$ cat src/hdl/assert_macros.svh
// Assertion macros used by the top level to check the scheduler.
`ifndef ASSERT_MACROS_SVH
`define ASSERT_MACROS_SVH

// Check a property on every rising clock edge outside reset.
`define ASSERT_CLK(name, prop, msg) \
	name: assert property (@(posedge clk) disable iff (!arst_n) (prop)) else $error(msg);

// Check that a condition holds in the cycle after a trigger.
`define ASSERT_NEXT(name, trig, cons, msg) \
	name: assert property (@(posedge clk) disable iff (!arst_n) (trig) |=> (cons)) \
		else $error(msg);

`endif

$ cat src/hdl/cpts_pkg.sv
// Types, codes and helper functions of the counter priority task scheduler.
package cpts_pkg;

	// Request codes.
	localparam logic [2:0] REQ_TICK  = 3'd0;
	localparam logic [2:0] REQ_YIELD = 3'd1;
	localparam logic [2:0] REQ_LOAD  = 3'd2;
	localparam logic [2:0] REQ_SET   = 3'd3;
	localparam logic [2:0] REQ_REAP  = 3'd4;
	localparam logic [2:0] REQ_INC   = 3'd5;
	localparam logic [2:0] REQ_DEC   = 3'd6;

	// Task state codes.
	localparam logic [1:0] ST_RUN    = 2'd0;
	localparam logic [1:0] ST_WAIT   = 2'd1;
	localparam logic [1:0] ST_ZOMBIE = 2'd2;

	// Best counter before any runnable slot is seen.
	localparam logic signed [7:0] SLICE_NONE = -8'sd1;

	typedef struct packed {
		logic [2:0] req_type;
		logic [3:0] task_index;
		logic [1:0] task_state;
		logic [5:0] task_priority;
		logic [6:0] initial_slice;
	} req_t;

	typedef struct packed {
		logic [3:0]        current_task;
		logic              switched;
		logic [3:0]        free_slot;
		logic              free_found;
		logic signed [7:0] current_slice;
	} res_t;

	// One slot record as stored in the slot table.
	typedef struct packed {
		logic [1:0]        state;
		logic signed [7:0] slice;
		logic [5:0]        prio;
		logic signed [7:0] hold;
	} slot_rec_t;

	// Slot table strobes from the sequencer.
	typedef struct packed {
		logic rd_en;
		logic wr_en;
	} mem_ctl_t;

	// Saturate a widened value to the signed 8-bit range.
	function automatic logic signed [7:0] sat8(input logic signed [9:0] v);
		if (v > 10'sd127) begin
			return 8'sd127;
		end
		if (v < -10'sd128) begin
			return -8'sd128;
		end
		return v[7:0];
	endfunction

	// Recharge a counter: arithmetic half plus priority.
	function automatic logic signed [7:0] recharge(input logic signed [7:0] s,
			input logic [5:0] p);
		logic signed [9:0] h;
		h = $signed({s[7], s[7], s}) >>> 1;
		return sat8(h + $signed({4'b0000, p}));
	endfunction

endpackage

$ cat src/hdl/cpts_mem.sv
// Slot table: memory with a registered read port and per-entry written bits.
module cpts_mem import cpts_pkg::*; #(
	parameter int SLOTS = 16,
	parameter int AW    = 4
) (
	input  logic          clk,
	input  logic          arst_n,
	input  mem_ctl_t      ctl,
	input  logic [AW-1:0] raddr,
	input  logic [AW-1:0] waddr,
	input  slot_rec_t     wdata,
	output slot_rec_t     rdata
);

	slot_rec_t          mem [SLOTS];
	slot_rec_t          rd_q;
	logic [SLOTS-1:0]   written_q;
	logic               rd_wr_s1;
	logic               rd_zero_s1;
	slot_rec_t          reset_rec;

	// Write and read the array.
	always_ff @(posedge clk) begin
		if (ctl.wr_en) begin
			mem[waddr] <= wdata;
		end
		if (ctl.rd_en) begin
			rd_q <= mem[raddr];
		end
	end

	// Track which entries hold written data.
	always_ff @(posedge clk or negedge arst_n) begin
		if (!arst_n) begin
			written_q  <= '0;
			rd_wr_s1   <= 1'b0;
			rd_zero_s1 <= 1'b0;
		end else begin
			if (ctl.wr_en) begin
				written_q[waddr] <= 1'b1;
			end
			if (ctl.rd_en) begin
				rd_wr_s1   <= written_q[raddr];
				rd_zero_s1 <= (raddr == '0);
			end
		end
	end

	// Return the reset record for entries never written.
	always_comb begin
		reset_rec       = '0;
		reset_rec.state = ST_RUN;
		reset_rec.prio  = rd_zero_s1 ? 6'd1 : 6'd0;
		rdata           = rd_wr_s1 ? rd_q : reset_rec;
	end

endmodule

$ cat src/hdl/cpts_seq.sv
// Request sequencer: read-modify-write of slots, scans, recharge and result.
module cpts_seq import cpts_pkg::*; #(
	parameter int SLOTS = 16,
	parameter int AW    = 4
) (
	input  logic          clk,
	input  logic          arst_n,
	input  logic          start,
	output logic          busy,
	input  req_t          request,
	output logic          done,
	output res_t          result,
	output mem_ctl_t      mem_ctl,
	output logic [AW-1:0] raddr,
	output logic [AW-1:0] waddr,
	output slot_rec_t     wdata,
	input  slot_rec_t     rdata
);

	localparam int CW     = AW + 1;
	localparam int FREE_N = (SLOTS < 16) ? SLOTS : 16;

	typedef enum logic [4:0] {
		S_IDLE = 5'b00001,
		S_MOD  = 5'b00010,
		S_SCAN = 5'b00100,
		S_FRD  = 5'b01000,
		S_OUT  = 5'b10000
	} seq_state_t;

	typedef enum logic [1:0] {
		M_PICK = 2'd0,
		M_RECH = 2'd1,
		M_REAP = 2'd2
	} scan_mode_t;

	seq_state_t        state_q;
	scan_mode_t        mode_q;
	req_t              req_q;
	logic [AW-1:0]     tgt_q;
	logic [AW-1:0]     cur_q;
	logic [AW-1:0]     before_q;
	logic [SLOTS-1:0]  present_q;
	logic [CW-1:0]     cnt_q;
	logic signed [7:0] best_q;
	logic [AW-1:0]     pick_q;
	logic              rv_s1;
	logic [AW-1:0]     ridx_s1;
	res_t              res_q;
	logic              done_q;

	logic              idx_ok;
	logic [AW-1:0]     req_idx;
	logic              scan_last;
	logic signed [7:0] cand;
	logic              elig;
	logic signed [7:0] best_nx;
	logic [AW-1:0]     pick_nx;
	logic              reap_hit;
	slot_rec_t         mod_rec;
	logic              mod_pick;
	logic signed [7:0] dec_slice;
	logic [3:0]        free_idx;
	logic              free_ok;

	assign busy    = (state_q != S_IDLE);
	assign done    = done_q;
	assign result  = res_q;
	assign idx_ok  = int'(request.task_index) < SLOTS;
	assign req_idx = AW'(request.task_index);
	assign scan_last = (cnt_q == CW'(SLOTS));

	// Compare the slot returned by the scan pipeline against the best so far.
	always_comb begin
		cand     = (mode_q == M_RECH) ? recharge(rdata.slice, rdata.prio) : rdata.slice;
		elig     = rv_s1 && (mode_q != M_REAP) && present_q[ridx_s1] &&
			(rdata.state == ST_RUN) && (cand > best_q);
		best_nx  = elig ? cand : best_q;
		pick_nx  = elig ? ridx_s1 : pick_q;
		reap_hit = rv_s1 && (mode_q == M_REAP) && present_q[ridx_s1] &&
			(rdata.state == ST_ZOMBIE) && (ridx_s1 != '0) && (ridx_s1 != cur_q);
	end

	// Modify the addressed slot record.
	always_comb begin
		mod_rec   = rdata;
		mod_pick  = 1'b0;
		dec_slice = sat8($signed({rdata.slice[7], rdata.slice[7], rdata.slice}) - 10'sd1);
		case (req_q.req_type)
			REQ_TICK: begin
				if (dec_slice > 8'sd0 || rdata.hold > 8'sd0) begin
					mod_rec.slice = dec_slice;
				end else begin
					mod_rec.slice = '0;
					mod_pick      = 1'b1;
				end
			end
			REQ_YIELD: begin
				mod_rec.slice = '0;
				mod_pick      = 1'b1;
			end
			REQ_SET: begin
				mod_rec.state = req_q.task_state;
			end
			REQ_INC: begin
				mod_rec.hold = sat8($signed({rdata.hold[7], rdata.hold[7], rdata.hold}) + 10'sd1);
			end
			REQ_DEC: begin
				mod_rec.hold = sat8($signed({rdata.hold[7], rdata.hold[7], rdata.hold}) - 10'sd1);
			end
			default: begin
				mod_rec = rdata;
			end
		endcase
	end

	// Drive the slot table ports.
	always_comb begin
		mem_ctl = '0;
		raddr   = cur_q;
		waddr   = ridx_s1;
		wdata   = mod_rec;
		case (state_q)
			S_IDLE: begin
				if (request.req_type == REQ_LOAD) begin
					mem_ctl.wr_en = start && idx_ok;
					waddr         = req_idx;
					wdata.state   = request.task_state;
					wdata.slice   = $signed({1'b0, request.initial_slice});
					wdata.prio    = request.task_priority;
					wdata.hold    = '0;
				end else begin
					mem_ctl.rd_en = start;
					raddr = (request.req_type == REQ_SET) ? req_idx : cur_q;
				end
			end
			S_MOD: begin
				mem_ctl.wr_en = 1'b1;
				waddr         = tgt_q;
			end
			S_SCAN: begin
				mem_ctl.rd_en = !scan_last;
				raddr         = cnt_q[AW-1:0];
				mem_ctl.wr_en = rv_s1 && (mode_q == M_RECH) && present_q[ridx_s1];
				wdata.slice   = cand;
			end
			S_FRD: begin
				mem_ctl.rd_en = 1'b1;
			end
			default: begin
				mem_ctl = '0;
			end
		endcase
	end

	// Find the lowest free slot among the addressable ones.
	always_comb begin
		free_idx = '0;
		free_ok  = 1'b0;
		for (int i = FREE_N - 1; i >= 0; i--) begin
			if (!present_q[i]) begin
				free_idx = 4'(i);
				free_ok  = 1'b1;
			end
		end
	end

	// Advance the sequencer.
	always_ff @(posedge clk or negedge arst_n) begin
		if (!arst_n) begin
			state_q   <= S_IDLE;
			mode_q    <= M_PICK;
			req_q     <= '0;
			tgt_q     <= '0;
			cur_q     <= '0;
			before_q  <= '0;
			present_q <= SLOTS'(1);
			cnt_q     <= '0;
			best_q    <= SLICE_NONE;
			pick_q    <= '0;
			rv_s1     <= 1'b0;
			ridx_s1   <= '0;
			res_q     <= '0;
			done_q    <= 1'b0;
		end else begin
			done_q <= (state_q == S_OUT);
			rv_s1  <= (state_q == S_SCAN) && !scan_last;
			case (state_q)
				S_IDLE: begin
					if (start) begin
						req_q    <= request;
						before_q <= cur_q;
						tgt_q    <= (request.req_type == REQ_SET) ? req_idx : cur_q;
						cnt_q    <= '0;
						best_q   <= SLICE_NONE;
						pick_q   <= '0;
						case (request.req_type)
							REQ_TICK, REQ_YIELD, REQ_INC, REQ_DEC: begin
								state_q <= S_MOD;
							end
							REQ_SET: begin
								if (idx_ok && present_q[req_idx]) begin
									state_q <= S_MOD;
								end else begin
									state_q <= S_FRD;
								end
							end
							REQ_LOAD: begin
								if (idx_ok) begin
									present_q[req_idx] <= 1'b1;
								end
								state_q <= S_FRD;
							end
							REQ_REAP: begin
								mode_q  <= M_REAP;
								state_q <= S_SCAN;
							end
							default: begin
								state_q <= S_FRD;
							end
						endcase
					end
				end
				S_MOD: begin
					if (mod_pick) begin
						mode_q  <= M_PICK;
						state_q <= S_SCAN;
					end else begin
						state_q <= S_FRD;
					end
				end
				S_SCAN: begin
					if (reap_hit) begin
						present_q[ridx_s1] <= 1'b0;
					end
					if (!scan_last) begin
						cnt_q   <= cnt_q + CW'(1);
						ridx_s1 <= cnt_q[AW-1:0];
						best_q  <= best_nx;
						pick_q  <= pick_nx;
					end else if (mode_q == M_PICK && best_nx == 8'sd0) begin
						// Everyone runnable is spent: recharge and pick again.
						mode_q <= M_RECH;
						cnt_q  <= '0;
						best_q <= SLICE_NONE;
						pick_q <= '0;
					end else begin
						if (mode_q != M_REAP) begin
							cur_q <= pick_nx;
						end
						state_q <= S_FRD;
					end
				end
				S_FRD: begin
					state_q <= S_OUT;
				end
				S_OUT: begin
					res_q.current_task  <= 4'(cur_q);
					res_q.switched      <= (cur_q != before_q);
					res_q.free_slot     <= free_idx;
					res_q.free_found    <= free_ok;
					res_q.current_slice <= rdata.slice;
					state_q             <= S_IDLE;
				end
				default: begin
					state_q <= S_IDLE;
				end
			endcase
		end
	end

endmodule

$ cat src/hdl/counter_priority_task_scheduler_top.sv
// Top level of the counter priority task scheduler.
//
// Requests enter on request with start; one is taken at a rising edge where
// start is high and busy is low. Busy stays high until the result is out.
// Each request gives one result on result, valid for exactly one cycle while
// done is high; the receiver cannot stall it and must take it then. busy
// drops in the same cycle that done rises, so the next request may follow.
// Path from the accepting edge to the result: load, no-op and set state on
// an absent slot go straight to the final read; set state on a present slot,
// preempt count and a tick that does not pick first rewrite the slot; a reap
// scans the table once; a tick or yield that picks rewrites the slot and
// scans, and scans twice when every runnable counter is spent and the table
// is recharged. Scan length is set by the slot table's single read port: a
// scan reads one slot a cycle, and the recharge pass rewrites slots while it picks again.
// Reset (arst_n low) makes slot 0 present and running with priority one and
// clears every other slot; no clearing pass is needed, the slot table keeps a
// written bit per entry and unwritten entries read as the reset record.
`include "assert_macros.svh"

module counter_priority_task_scheduler_top import cpts_pkg::*; #(
	parameter int SLOTS = 16
) (
	input  logic clk,
	input  logic arst_n,
	input  logic start,
	output logic busy,
	input  req_t request,
	output logic done,
	output res_t result
);

	localparam int AW = (SLOTS > 1) ? $clog2(SLOTS) : 1;

	mem_ctl_t      mem_ctl;
	logic [AW-1:0] raddr;
	logic [AW-1:0] waddr;
	slot_rec_t     wdata;
	slot_rec_t     rdata;

	cpts_seq #(
		.SLOTS(SLOTS),
		.AW   (AW)
	) u_seq (
		.clk    (clk),
		.arst_n (arst_n),
		.start  (start),
		.busy   (busy),
		.request(request),
		.done   (done),
		.result (result),
		.mem_ctl(mem_ctl),
		.raddr  (raddr),
		.waddr  (waddr),
		.wdata  (wdata),
		.rdata  (rdata)
	);

	cpts_mem #(
		.SLOTS(SLOTS),
		.AW   (AW)
	) u_mem (
		.clk   (clk),
		.arst_n(arst_n),
		.ctl   (mem_ctl),
		.raddr (raddr),
		.waddr (waddr),
		.wdata (wdata),
		.rdata (rdata)
	);

	// A result only appears once the sequencer is free again.
	`ASSERT_CLK(a_done_idle, !(done && busy), "result strobe while busy")
	// An accepted request keeps the block busy in the next cycle.
	`ASSERT_NEXT(a_accept_busy, start && !busy, busy, "request accepted but not busy")
	// The table is never read and written at the same entry in one cycle.
	`ASSERT_CLK(a_no_rw_clash, !(mem_ctl.rd_en && mem_ctl.wr_en && raddr == waddr), "read/write clash")
	// Results never come in adjacent cycles.
	`ASSERT_NEXT(a_done_single, done, !done, "two results in adjacent cycles")

endmodule

$ cat config.mk
export PLATFORM = sky130hd
export DESIGN_NAME = counter_priority_task_scheduler_top
export DESIGN_NICKNAME = d
export VERILOG_FILES = /design/src/hdl/cpts_pkg.sv /design/src/hdl/cpts_mem.sv /design/src/hdl/cpts_seq.sv /design/src/hdl/counter_priority_task_scheduler_top.sv
export VERILOG_INCLUDE_DIRS = /design/src /design/src/hdl
export SDC_FILE = /design/constraint.sdc
export NUM_CORES = 1
export LEC_CHECK = 0
export BUFFER_PORTS_ARGS = -buffer_cell sky130_fd_sc_hd__clkbuf_2
export CAP_MARGIN = 20
export CORE_MARGIN = 3
export CORE_UTILIZATION = 40
export CTS_BUF_LIST = sky130_fd_sc_hd__clkbuf_16
export CTS_CLUSTER_SIZE = 20
export DETAILED_ROUTE_END_ITERATION = 16
export SLEW_MARGIN = 20
export SYNTH_ARGS = -nofsm -noshare
export SYNTH_HDL_FRONTEND = slang
export SYNTH_SLANG_ARGS = --single-unit
$ cat constraint.sdc
create_clock -name clk -period 5.45 [get_ports clk]
set_input_delay 0.545 -clock clk [delete_from_list [all_inputs] [get_ports clk]]
set_output_delay 0.545 -clock clk [all_outputs]
set_load 0.005 [all_outputs]
==> metrics.md, run 1 <==
| Metric | Value |
|---|---|
| Die height | `245 um` |
| CP Max Fanout | `15` |
| Clk sinks | `507` |
| Post-Layout Cell Count | `2632` |
| Worst vdd ir | `260 uV` |
| Io pins | `45` |
| Post-synthesis register bit count | `507` |
| Startpoint Class | `register` |
| WP buf/inv | `4` |
| Antenna viol nets, final | `0` |
| Iter 0 DRT Violations | `1260` |
| Crit-path cells | `nand2_1 -> buf_4 -> inv_1 -> ha_1 -> inv_1 -> fa_1 -> nand4b_1 -> nand2_1 -> a21o_1 -> a21oi_1 -> xor2_1 -> a21oi_1 -> inv_1 -> ha_1 -> nand3_1 -> nor2_1 -> a41oi_1 -> nand3_4 -> mux2_4 -> nor3_4 -> nand2_2 -> mux2_4` |
| CP Capture Type | `register` |
| Clk pin slew, worst setup/hold paths | `70 ps` |
| Syn_area_per_cell | `12.6 um2` |
| Post-synth EDFFs | `408` |
| Post-Syn Instances | `1803` |
| Status | `complete, no violations` |
| Number of cells on the critical path | `22` |
| DRT Wirelength | `60.4 mm` |
| Vias in the first global route | `14.5k` |
| Worst slew margin | `31.6%` |
| Max-Cap Viols | `0` |
| Global-route wire length before repair | `91.4 mm` |
| Netlist cell types | `78` |
| Fraction of registers with async set/reset | `19.5%` |
| Worst path max stage delay | `630 ps` |
| Crit path DAT | `5210 ps` |
| Final setup fails | `0` |
| H-tree levels | `2` |
| Synth Flop Type | `edfxtp_1` |
| Worst endpoint required time | `5920 ps` |
| Fmax | `211 MHz` |
| Area grow syn2layout | `13.5%` |
| Setup TNS | `0 ps` |
| Dpl ws | `784 ps` |
| Slowest-stage cell, CP | `dfrtp_1` |
| Cell Count Post-Placement | `2538` |
| DRC violations left | `0` |
| Final-report hold violation count | `0` |
| Worst reg2reg startpoint | `u_mem.rd_wr_s1` |
| Cell Area, Synth | `22800 um2` |
| Initial antenna violation count | `2` |
| Critical path type | `register to register` |
| GRT overflow | `0` |
| GRT Util Overall | `20.0%` |
| Worst-margin pin slew | `1030 ps` |
| CTS tree | `built` |
| Clk_lat worst skew | `620 ps` |
| Fin. max-slew vios | `0` |
| R2R Path End | `u_seq.cur_q[3]` |
| Final setup margin | `713 ps` |
| Largest net degree at the start of global routing | `150` |
| Clock Root Buffer | `clkbuf_16` |
| Core area | `55700 um2` |
| Fillcell total | `5087` |
| Starting Density | `40.9%` |
| Die Width | `245 um` |
| Ys Warns | `0` |
| GP Congestion | `0.867` |
| Leakage | `9.51 nW` |
| Placed Area | `24100 um2` |
| CTS Buf Count | `52` |
| Period utilization | `86.9%` |
| Synth top area share | `53.7%` |
| Most frequent cell after synthesis | `edfxtp_1` |
| Critical Path End | `u_seq.cur_q[3]` |
| Nets@finish | `1892` |
| CTS max path bufs | `3` |
| Layout cells sized above 1 | `13.6%` |
| Design area | `25900 um2` |
| Most used cell, CP | `inv_1` |
| Drt pass-1 iters | `5` |
| Die area | `59900 um2` |
| Ant diodes | `0` |
| Total number of vias | `15.1k` |
| Clk_skew | `46.3 ps` |
| Synth area leader | `edfxtp_1` |
| Min Tclk post-route | `4740 ps` |
| Delay-heaviest family, CP | `simple AND/OR/NAND/NOR gates` |
| Most frequent cells after synthesis | `408 x edfxtp_1, 216 x nand2_1, 173 x a211oi_1` |
| Port buffer count | `44` |
| Worst R2R Path Depth | `22` |
| Hold Crit Class | `primary input to register` |
| WL/cell | `23.0 um` |
| Power Density | `483 nW/um2` |
| Post-CTS setup buffer count | `0` |
| Via-to-Cell Ratio | `5.72` |
| RSZ-0062 raised after global routing | `no` |
| Area contributors post-synth | `edfxtp_1 54%, dfrtp_1 9.8%, a211oi_1 5.7%, nand2_1 3.6%, mux2i_1 2.9%` |
| Mapped Nets | `1850` |
| Row cnt | `86` |
| FF-to-FF setup slack | `710 ps` |
| Worst Setup SP | `u_mem.rd_wr_s1` |
| Post-DP HPWL | `36.2 mm` |
| Sequential share of the synthesized area | `64.6%` |
cells by family after synthesis:
logic type      Yosys count  share of synthesized area, %
mux                      95                          4.77
buf+inv                 162                          2.98
compound gates          492                          14.6
xor+xnor                 19                         0.730
flops                   507                          64.6
fa+ha+maj                22                          1.24
simple gates            506                          11.0
registers in the layout, summed over array words and instances, names as in the netlist:
| register | count |
|---|---|
| u_seq.req_q | 5 |
| u_mem.rd_q | 24 |
| u_seq.present_q | 16 |
| u_seq.cur_q | 4 |
| u_mem.written_q | 16 |
| u_seq.best_q | 8 |
| u_mem.rd_zero_s1 | 1 |
| u_seq.state_q | 5 |
| u_seq.ridx_s1 | 4 |
| u_seq.pick_q | 4 |
| u_seq.result | 18 |
| u_seq.tgt_q | 4 |
| u_seq.mode_q | 2 |
| u_seq.rv_s1 | 1 |
| u_mem.mem | 384 |
| u_seq.cnt_q | 5 |
| u_seq.done | 1 |
| u_mem.rd_wr_s1 | 1 |
| u_seq.before_q | 4 |
through the flow:
step	hold WS [ps]	total power, mW	utilization (%)
final	229	12.5	46.5
after global routing	196	13.1	46.5
after CTS	187	12.6	46.4
after detailed placement	450	8.91	43.3
after global placement	445	8.82	43.3
after floorplan	249	7.64	-
worst min-delay path by stage:
stage / from / endpoint / slack [ps] / depth (start not counted)
2_1_floorplan: arst_n / u_mem.rd_wr_s1 / 250 / 0
3_3_place_gp: u_mem.written_q[0] / u_mem.written_q[0] / 440 / 1
3_5_place_dp: u_mem.written_q[0] / u_mem.written_q[0] / 450 / 1
4_1_cts: start / u_seq.state_q[0] / 190 / 2
5_1_grt: start / u_seq.state_q[0] / 200 / 2
6_report: start / u_seq.state_q[0] / 230 / 2
cell usage in the layout, fill, tap and decap left out, drive strengths merged, types with 8 or more instances in the layout:
master / n
a211oi: 173
a21o: 8
a21oi: 86
a221o: 8
a31oi: 57
and2: 107
buf: 57
clkbuf: 97
clkinv: 23
dfrtp: 89
dfstp: 10
edfxtp: 408
ha: 21
inv: 57
mux2: 20
mux2i: 67
mux4: 8
nand2: 217
nand2b: 13
nand3: 20
nand4: 9
nor2: 51
nor2b: 9
nor3: 31
nor4: 11
o21a: 8
o21ai: 72
o21bai: 12
o22ai: 9
or2: 10
xor2: 12
area by class of cell:
type | instances | area, um2 | share of cell area, %
clock inverters | 39 | 392 | 1.51
clock buffers | 54 | 1350 | 5.22
multi-input cells | 1134 | 7570 | 29.2
inverters | 49 | 184 | 0.710
repair buffers | 101 | 716 | 2.76
flip-flops and latches | 507 | 14700 | 56.9
well taps | 748 | 936 | 3.61
routing by layer:
layer / vias up / part of all wire (%) / wire [um] / track usage [%]
li1: 6931 / - / - / -
met1: 7557 / 45 / 27100 / 28.4
met2: 468 / 46 / 27800 / 31.7
met3: 99 / 6.3 / 3810 / 3.14
met4: 0 / 2.8 / 1680 / 6.18
met5: - / 0 / 0 / 0
what timing repair did:
| item | in CTS | in global routing |
|---|---|---|
| endpoints found under the hold margin | 41 | 0 |
| hold buffers | 1 | 0 |
| gates resized for setup | 0 | 0 |
power breakdown:
part | total [mW] | switching (mW) | internal [mW]
logic | 3.40 | 2.33 | 1.07
registers | 5.47 | 0.277 | 5.19
clock network | 3.64 | 1.51 | 2.13
Power figures use the tool's default switching activity.
==> run 2: changes to the inputs <==
--- a/config.mk
+++ b/config.mk
@@ -8,7 +8,7 @@
 export LEC_CHECK = 0
 export BUFFER_PORTS_ARGS = -buffer_cell sky130_fd_sc_hd__clkbuf_2
 export CAP_MARGIN = 20
-export CORE_MARGIN = 3
+export CORE_MARGIN = 4
 export CORE_UTILIZATION = 40
 export CTS_BUF_LIST = sky130_fd_sc_hd__clkbuf_16
 export CTS_CLUSTER_SIZE = 20
==> metrics.md, run 2 (synthesis results as in run 1) <==
| Metric | Value |
|---|---|
| Iter 0 DRT Violations | `1321 (+4.8%)` |
| Top Metal Used | `met4` |
| DRT Wirelength | `59.8 mm (-1.0%)` |
| Power Density | `479 nW/um2 (-0.79%)` |
| H-tree levels | `2 (unchanged)` |
| Internal Dissipation | `8.33 mW (-0.65%)` |
| Worst slew margin | `27.6% (-4.0 points)` |
| Clock Root Buffer | `clkbuf_16` |
| Layout cells sized above 1 | `13.5% (-0.096 points)` |
| GRT Util Overall | `19.4% (-0.57 points)` |
| Port buffer count | `44 (unchanged)` |
| Startpoint Class | `register` |
| Core area | `56400 um2 (+1.2%)` |
| Die Width | `247 um (+0.82%)` |
| CTS resizes | `0 (unchanged)` |
| Critical path type | `register to register` |
| GP Congestion | `0.890 (+2.7%)` |
| Largest Register | `u_mem.mem` |
| Final setup fails | `0 (unchanged)` |
| Switch share | `33.0% (about the same)` |
| Worst endpoint required time | `5940 ps (+20 ps)` |
| Worst-margin pin slew | `1080 ps (+50.5 ps)` |
| Vias in the first global route | `14.5k (-0.60%)` |
| Global-route wire length before repair | `90.2 mm (-1.4%)` |
| Drt pass-1 iters | `5 (unchanged)` |
| CTS Buf Count | `53 (+1.9%)` |
| Die area | `60900 um2 (+1.6%)` |
| RSZ-0062 raised after global routing | `no` |
| Clk sinks | `507 (unchanged)` |
| Met3 wire len | `3.44 mm (-9.8%)` |
| CP Max Fanout | `11 (-4)` |
| Net Sw Power | `4.10 mW (-0.54%)` |
| WL met2 | `28.3 mm (+1.7%)` |
| CTS max path bufs | `3 (unchanged)` |
| Worst Setup SP | `u_mem.rd_wr_s1` |
| WL/cell | `22.6 um (-1.6%)` |
| Initial antenna violation count | `2 (unchanged)` |
| Clk_lat worst skew | `620 ps (about the same)` |
| Number of flip-flops under the largest register name | `384 (unchanged)` |
| Part of the power in registers | `43.9% (+0.2 points)` |
| Antenna viol nets, final | `0 (unchanged)` |
| Hold Crit Class | `primary input to register` |
| Hold Startpoint | `start` |
| Fin. max-slew vios | `0 (unchanged)` |
| Setup TNS | `0 ps (unchanged)` |
| Most frequent cells in the layout | `408 x edfxtp_1, 216 x nand2_1, 173 x a211oi_1, 107 x and2_1, 89 x dfrtp_1` |
| Final setup margin | `838 ps (+125 ps)` |
| Max-Cap Viols | `0 (unchanged)` |
| Status | `complete, no violations` |
| Leakage | `9.56 nW (+0.46%)` |
| Clock power frac | `28.7% (-0.4 points)` |
| Met1 WL | `26.7 mm (-1.6%)` |
| Logic pwr share | `27.5% (+0.3 points)` |
| Min Tclk post-route | `4610 ps (-125 ps)` |
| CP Capture Type | `register` |
| Die height | `247 um (+0.82%)` |
| Post-DP HPWL | `35.8 mm (-1.1%)` |
| Fmax | `217 MHz (+2.7%)` |
| Clk_skew | `22.0 ps (-24.4 ps)` |
| Row cnt | `87 (+1.2%)` |
| Io pins | `45 (unchanged)` |
| Leading cell type in the layout, fill and taps excluded | `edfxtp_1` |
| Tot Pwr | `12.4 mW (-0.61%)` |
| Ant diodes | `0 (unchanged)` |
| Worst reg2reg startpoint | `u_mem.rd_wr_s1` |
| Clk pin slew, worst setup/hold paths | `60 ps (about the same)` |
| Crit path DAT | `5100 ps (-110 ps)` |
| Total number of vias | `14.9k (-0.99%)` |
| Nets@finish | `1895 (+0.16%)` |
| CTS tree | `built` |
| Worst vdd ir | `285 uV (+9.7%)` |
| FF-to-FF setup slack | `840 ps (+130 ps)` |
| Largest net degree at the start of global routing | `150 (unchanged)` |
| Fillcell total | `5202 (+2.3%)` |
| Period utilization | `84.6% (-2.3 points)` |
| DRC violations left | `0 (unchanged)` |
| Via-to-Cell Ratio | `5.63 (-1.5%)` |
| Final-report hold violation count | `0 (unchanged)` |
| Area grow syn2layout | `13.7%` |
| Post-CTS setup buffer count | `0 (unchanged)` |
| GRT overflow | `0 (unchanged)` |
| Starting Density | `40.4% (-0.47 points)` |
| Dpl ws | `861 ps (+77.1 ps)` |
run 2: area by class of cell:
type	instances	area, um2	area share (%)
inverter	49	184	0.709
multi-input combinational	1134	7580	29.2
timing repair buffer	103	768	2.96
tap	756	946	3.65
clock inverter	44	394	1.52
sequential	507	14700	56.8
clock buffer	53	1330	5.11
run 2: routing by layer:
metal | vias up | global-route usage (%)
met3 | 72 | 3.22
met5 | - | 0
met4 | 0 | 5.51
li1 | 6944 | -
met2 | 428 | 31.6
met1 | 7462 | 27.1
run 2: per-stage QoR:
step                      area (um2)  hold slack, ps  cells  utilization (%)
final                          25900             171   2646             46.0
after floorplan                22800             249   1803                -
after CTS                      25900             144   2645             45.9
after global placement         24200             446   2547             42.9
after global routing           25900             187   2646             46.0
after detailed placement       24200             457   2547             42.9
run 2: power groups by stage:
stage                     Sequential [mW]  Clock [mW]  Combinational, mW
after detailed placement             5.53           0               3.35
final                                5.45        3.56               3.41
after floorplan                      5.41           0               2.22
after CTS                            5.45        3.64               3.37
after global placement               5.53           0               3.30
after global routing                 5.49        3.79               3.75
run 2: critical path, cell delays in order, from the launching register on:
cell and delay [ps]:
dfrtp_1 530, nand2_1 90, buf_4 170, inv_1 50, ha_1 160, inv_1 60, fa_1 430, nand4b_1 200
nand2_1 120, a21o_1 120, a21oi_1 70, xor2_1 140, a21oi_1 270, inv_1 80, ha_1 300, nand3_1 80
nor2_1 60, a41oi_1 340, nand3_4 190, mux2_4 360, nor3_4 210, nand2_2 150, mux2_4 320
run 2: repair_timing:
action,in CTS,in global routing
endpoints found under the setup margin,0,0
hold buffers,1,0
hold endpoints to repair,31,0
run 2: path summary, 6_finish.rpt:
kind / to / depth (start not counted)
setup reg to reg: u_seq.cur_q[3] / 22
hold / removal: u_seq.state_q[0] / 2
setup / recovery: u_seq.cur_q[3] / 22
max in group asynchronous: u_seq.result[1] / 3
min in group asynchronous: u_seq.present_q[1] / 2
hold reg to reg: u_mem.written_q[13] / 1
==> run 3: changes to the inputs <==
--- a/config.mk
+++ b/config.mk
@@ -6,6 +6,7 @@
 export SDC_FILE = /design/constraint.sdc
 export NUM_CORES = 1
 export LEC_CHECK = 0
+export ABC_AREA = 1
 export BUFFER_PORTS_ARGS = -buffer_cell sky130_fd_sc_hd__clkbuf_2
 export CAP_MARGIN = 20
 export CORE_MARGIN = 4
==> constraint.sdc (replaced) <==
create_clock -name clk -period 4.8 [get_ports clk]
set_input_delay 0.48 -clock clk [delete_from_list [all_inputs] [get_ports clk]]
set_output_delay 0.48 -clock clk [all_outputs]
set_load 0.005 [all_outputs]
==> metrics.md, run 3 <==
| Metric | Value |
|---|---|
| Status | `complete, no violations` |
| CP Capture Type | `register` |
| Area contributors post-synth | `edfxtp_1 53%, dfrtp_1 9.7%, o21ai_0 6.2%, nand2_1 5.5%, nor2_1 4.6%` |
| Worst slew margin | `39.5% (+12 points)` |
| DRC violations left | `0 (unchanged)` |
| Die Width | `248 um (+0.54%)` |
| R2R Path End | `u_seq.cnt_q[0]` |
| Drt pass-1 iters | `8 (+3)` |
| Row cnt | `87 (unchanged)` |
| Netlist cell types | `57 (-27%)` |
| Largest net degree at the start of global routing | `139 (-7.3%)` |
| Clock Root Buffer | `clkbuf_16` |
| Worst path max stage delay | `450 ps (-80 ps)` |
| Most frequent cells after synthesis | `408 x edfxtp_1, 336 x nand2_1, 286 x o21ai_0` |
| Iter 0 DRT Violations | `1529 (+16%)` |
| Post-CTS setup buffer count | `0 (unchanged)` |
| Clk pin slew, worst setup/hold paths | `60 ps (about the same)` |
| Min Tclk post-route | `4220 ps (-387 ps)` |
| Slowest-stage cell, CP | `dfrtp_1` |
| GRT Util Overall | `20.7% (+1.3 points)` |
| Most used cell, CP | `nand2_1` |
| Hold EP | `u_seq.req_q[14]` |
| Initial antenna violation count | `0 (-2)` |
| CTS Buf Count | `51 (-3.8%)` |
| Mapped Nets | `2210 (+19%)` |
| Largest Register | `u_mem.mem` |
| Max-Cap Viols | `0 (unchanged)` |
| Post-synthesis register bit count | `507 (unchanged)` |
| Number of flip-flops under the largest register name | `384 (unchanged)` |
| Core area | `56700 um2 (+0.58%)` |
| WL/cell | `21.4 um (-5.3%)` |
| Hold Startpoint | `request[14]` |
| Top Metal Used | `met4` |
| Cell Area, Synth | `23100 um2 (+1.1%)` |
| Clk sinks | `507 (unchanged)` |
| Worst vdd ir | `326 uV (+14%)` |
| DRT Wirelength | `64.1 mm (+7.2%)` |
| Met3 wire len | `4.18 mm (+22%)` |
| Clk_skew | `29.3 ps (+7.38 ps)` |
| Die height | `248 um (+0.54%)` |
| Met1 WL | `28.7 mm (+7.5%)` |
| Global-route wire length before repair | `97.8 mm (+8.5%)` |
| Total number of vias | `16.6k (+11%)` |
| FF-to-FF setup slack | `580 ps (-260 ps)` |
| Fmax | `237 MHz (+9.2%)` |
| Most frequent cells in the layout | `408 x edfxtp_1, 336 x nand2_1, 286 x o21ai_0, 266 x nor2_1, 156 x inv_1` |
| Post-DP HPWL | `37.3 mm (+4.4%)` |
| Worst endpoint required time | `5300 ps (-640 ps)` |
| Vias in the first global route | `16.2k (+12%)` |
| Synth Flop Type | `edfxtp_1` |
| Ys Warns | `0 (unchanged)` |
| Final-report hold violation count | `0 (unchanged)` |
| Hold_ws | `187 ps (+15.7 ps)` |
| Worst reg2reg startpoint | `u_mem.rd_wr_s1` |
| Final setup fails | `0 (unchanged)` |
| H-tree levels | `2 (unchanged)` |
| Synth area leader | `edfxtp_1` |
| Die area | `61600 um2 (+1.1%)` |
| Clk_lat worst skew | `630 ps (about the same)` |
| Syn_area_per_cell | `10.7 um2 (-16%)` |
| Fraction of registers with async set/reset | `19.5% (unchanged)` |
| Via-to-Cell Ratio | `5.55 (-1.6%)` |
| Antenna viol nets, final | `0 (unchanged)` |
| Worst-margin pin slew | `901 ps (-176 ps)` |
| Area grow syn2layout | `12.3%` |
| Fillcell total | `5267 (+1.2%)` |
| Fin. max-slew vios | `0 (unchanged)` |
| Leakage | `9.97 nW (+4.3%)` |
| Post-Syn Instances | `2163 (+20%)` |
| Leading cell type in the layout, fill and taps excluded | `edfxtp_1` |
| Sequential share of the synthesized area | `63.9% (-0.72 points)` |
| CTS max path bufs | `3 (unchanged)` |
| Area of the multi-input gates | `7340 um2 (-3.1%)` |
| Io pins | `45 (unchanged)` |
| CP Max Fanout | `17 (+6)` |
| Power Density | `574 nW/um2 (+20%)` |
| GP Congestion | `0.904 (+1.5%)` |
| Port buffer count | `44 (unchanged)` |
| Starting Density | `40.7% (+0.22 points)` |
| Layout cells sized above 1 | `11.8% (-1.7 points)` |
| CTS tree | `built` |
| GRT overflow | `0 (unchanged)` |
| Hold Crit Class | `primary input to register` |
| Crit path DAT | `4720 ps (-380 ps)` |
| Post-synth EDFFs | `408 (unchanged)` |
| Critical path type | `register to register` |
| FF/Latch Area | `14700 um2 (unchanged)` |
| Period utilization | `88.0% (+3.4 points)` |
| WL met2 | `29.2 mm (+3.1%)` |
| Startpoint Class | `register` |
| RSZ-0062 raised after global routing | `no` |
| Hold depth | `3 (+1)` |
| Worst R2R Path Depth | `31 (+41%)` |
| Most frequent cell after synthesis | `edfxtp_1` |
| Ant diodes | `0 (unchanged)` |
| Setup TNS | `0 ps (unchanged)` |
| Nets@finish | `2252 (+19%)` |
| Synth top area share | `53.1% (-0.59 points)` |
==> run 3: changes by cell type after synthesis, sizes merged, moves of 65 or more <==
cell    change
inv       +114
a21oi      -65
a211oi    -173
nand2     +144
nand3      +82
mux2i      -67
o21ai     +236
and2      -107
nor2      +239
==> run 3: final cells by class <==
cell class                      count  area share (%)
Multi-Input combinational cell   1390            28.4
Clock inverter                     37           0.875
Inverter                          162            2.36
Sequential cell                   507            56.9
Tap cell                          756            3.65
Timing Repair Buffer               93            2.89
Clock buffer                       51            4.93
==> run 3: metal layers <==
| metal | GRT usage (%) | vias up |
|---|---|---|
| met4 | 7.75 | 0 |
| met3 | 2.64 | 116 |
| li1 | - | 7764 |
| met1 | 29.5 | 8128 |
| met2 | 32.7 | 605 |
| met5 | 0 | - |
==> run 3: where the power goes <==
part | total [mW] | internal [mW] | switching (mW)
registers | 6.28 | 5.99 | 0.291
logic | 4.95 | 1.35 | 3.60
clock network | 3.64 | 1.93 | 1.71
==> run 3: worst max-delay path: cells and delay by family (launching register included) <==
kind / cells / cell delay [ps]
fa+ha+maj: 3 / 900
buf+inv: 6 / 580
flops: 1 / 450
simple gates: 22 / 2190
==> run 3: through the flow <==
step           power (mW)  area [um2]  instances  worst slack, ps  util, %
5_1_grt              15.8       25900       2996              105     45.7
4_1_cts              14.9       25900       2994              415     45.6
2_1_floorplan        9.61       23100       2163              812        -
3_3_place_gp         11.1       24300       2902              445     42.9
6_report             14.9       25900       2996              575     45.7
3_5_place_dp         11.2       24300       2905              431     42.9
==> run 3: cell families (layout without fill, tap and decap cells) <==
group,Yosys count,after routing,synth area share [%]
DFF,507,507,63.9
buffers and inverters,266,343,4.96
AOI/OAI and AO/OA,542,542,14.1
muxes,1,1,0.0488
adders and majority gates,22,22,1.23
xor gates and xnor gates,22,22,0.836
and+or+nand+nor,803,803,14.9
==> run 3: how the worst max path moves through the flow <==
stage	end	cells after the start	slack (ps)	startpoint
6_report	u_seq.cnt_q[0]	31	580	u_mem.rd_wr_s1
3_3_place_gp	u_seq.cnt_q[1]	31	450	u_mem.rd_wr_s1
5_1_grt	u_seq.cnt_q[2]	29	110	u_mem.rd_wr_s1
3_5_place_dp	u_seq.cnt_q[2]	31	430	u_mem.rd_wr_s1
4_1_cts	u_seq.cnt_q[4]	31	420	u_mem.rd_wr_s1
2_1_floorplan	u_seq.cnt_q[4]	34	810	u_mem.rd_wr_s1
==> run 3: what timing repair did <==
item	in CTS	in global routing
setup endpoints to repair	0	21
hold endpoints to repair	50	0
hold buffers	1	0
resized for setup	0	2
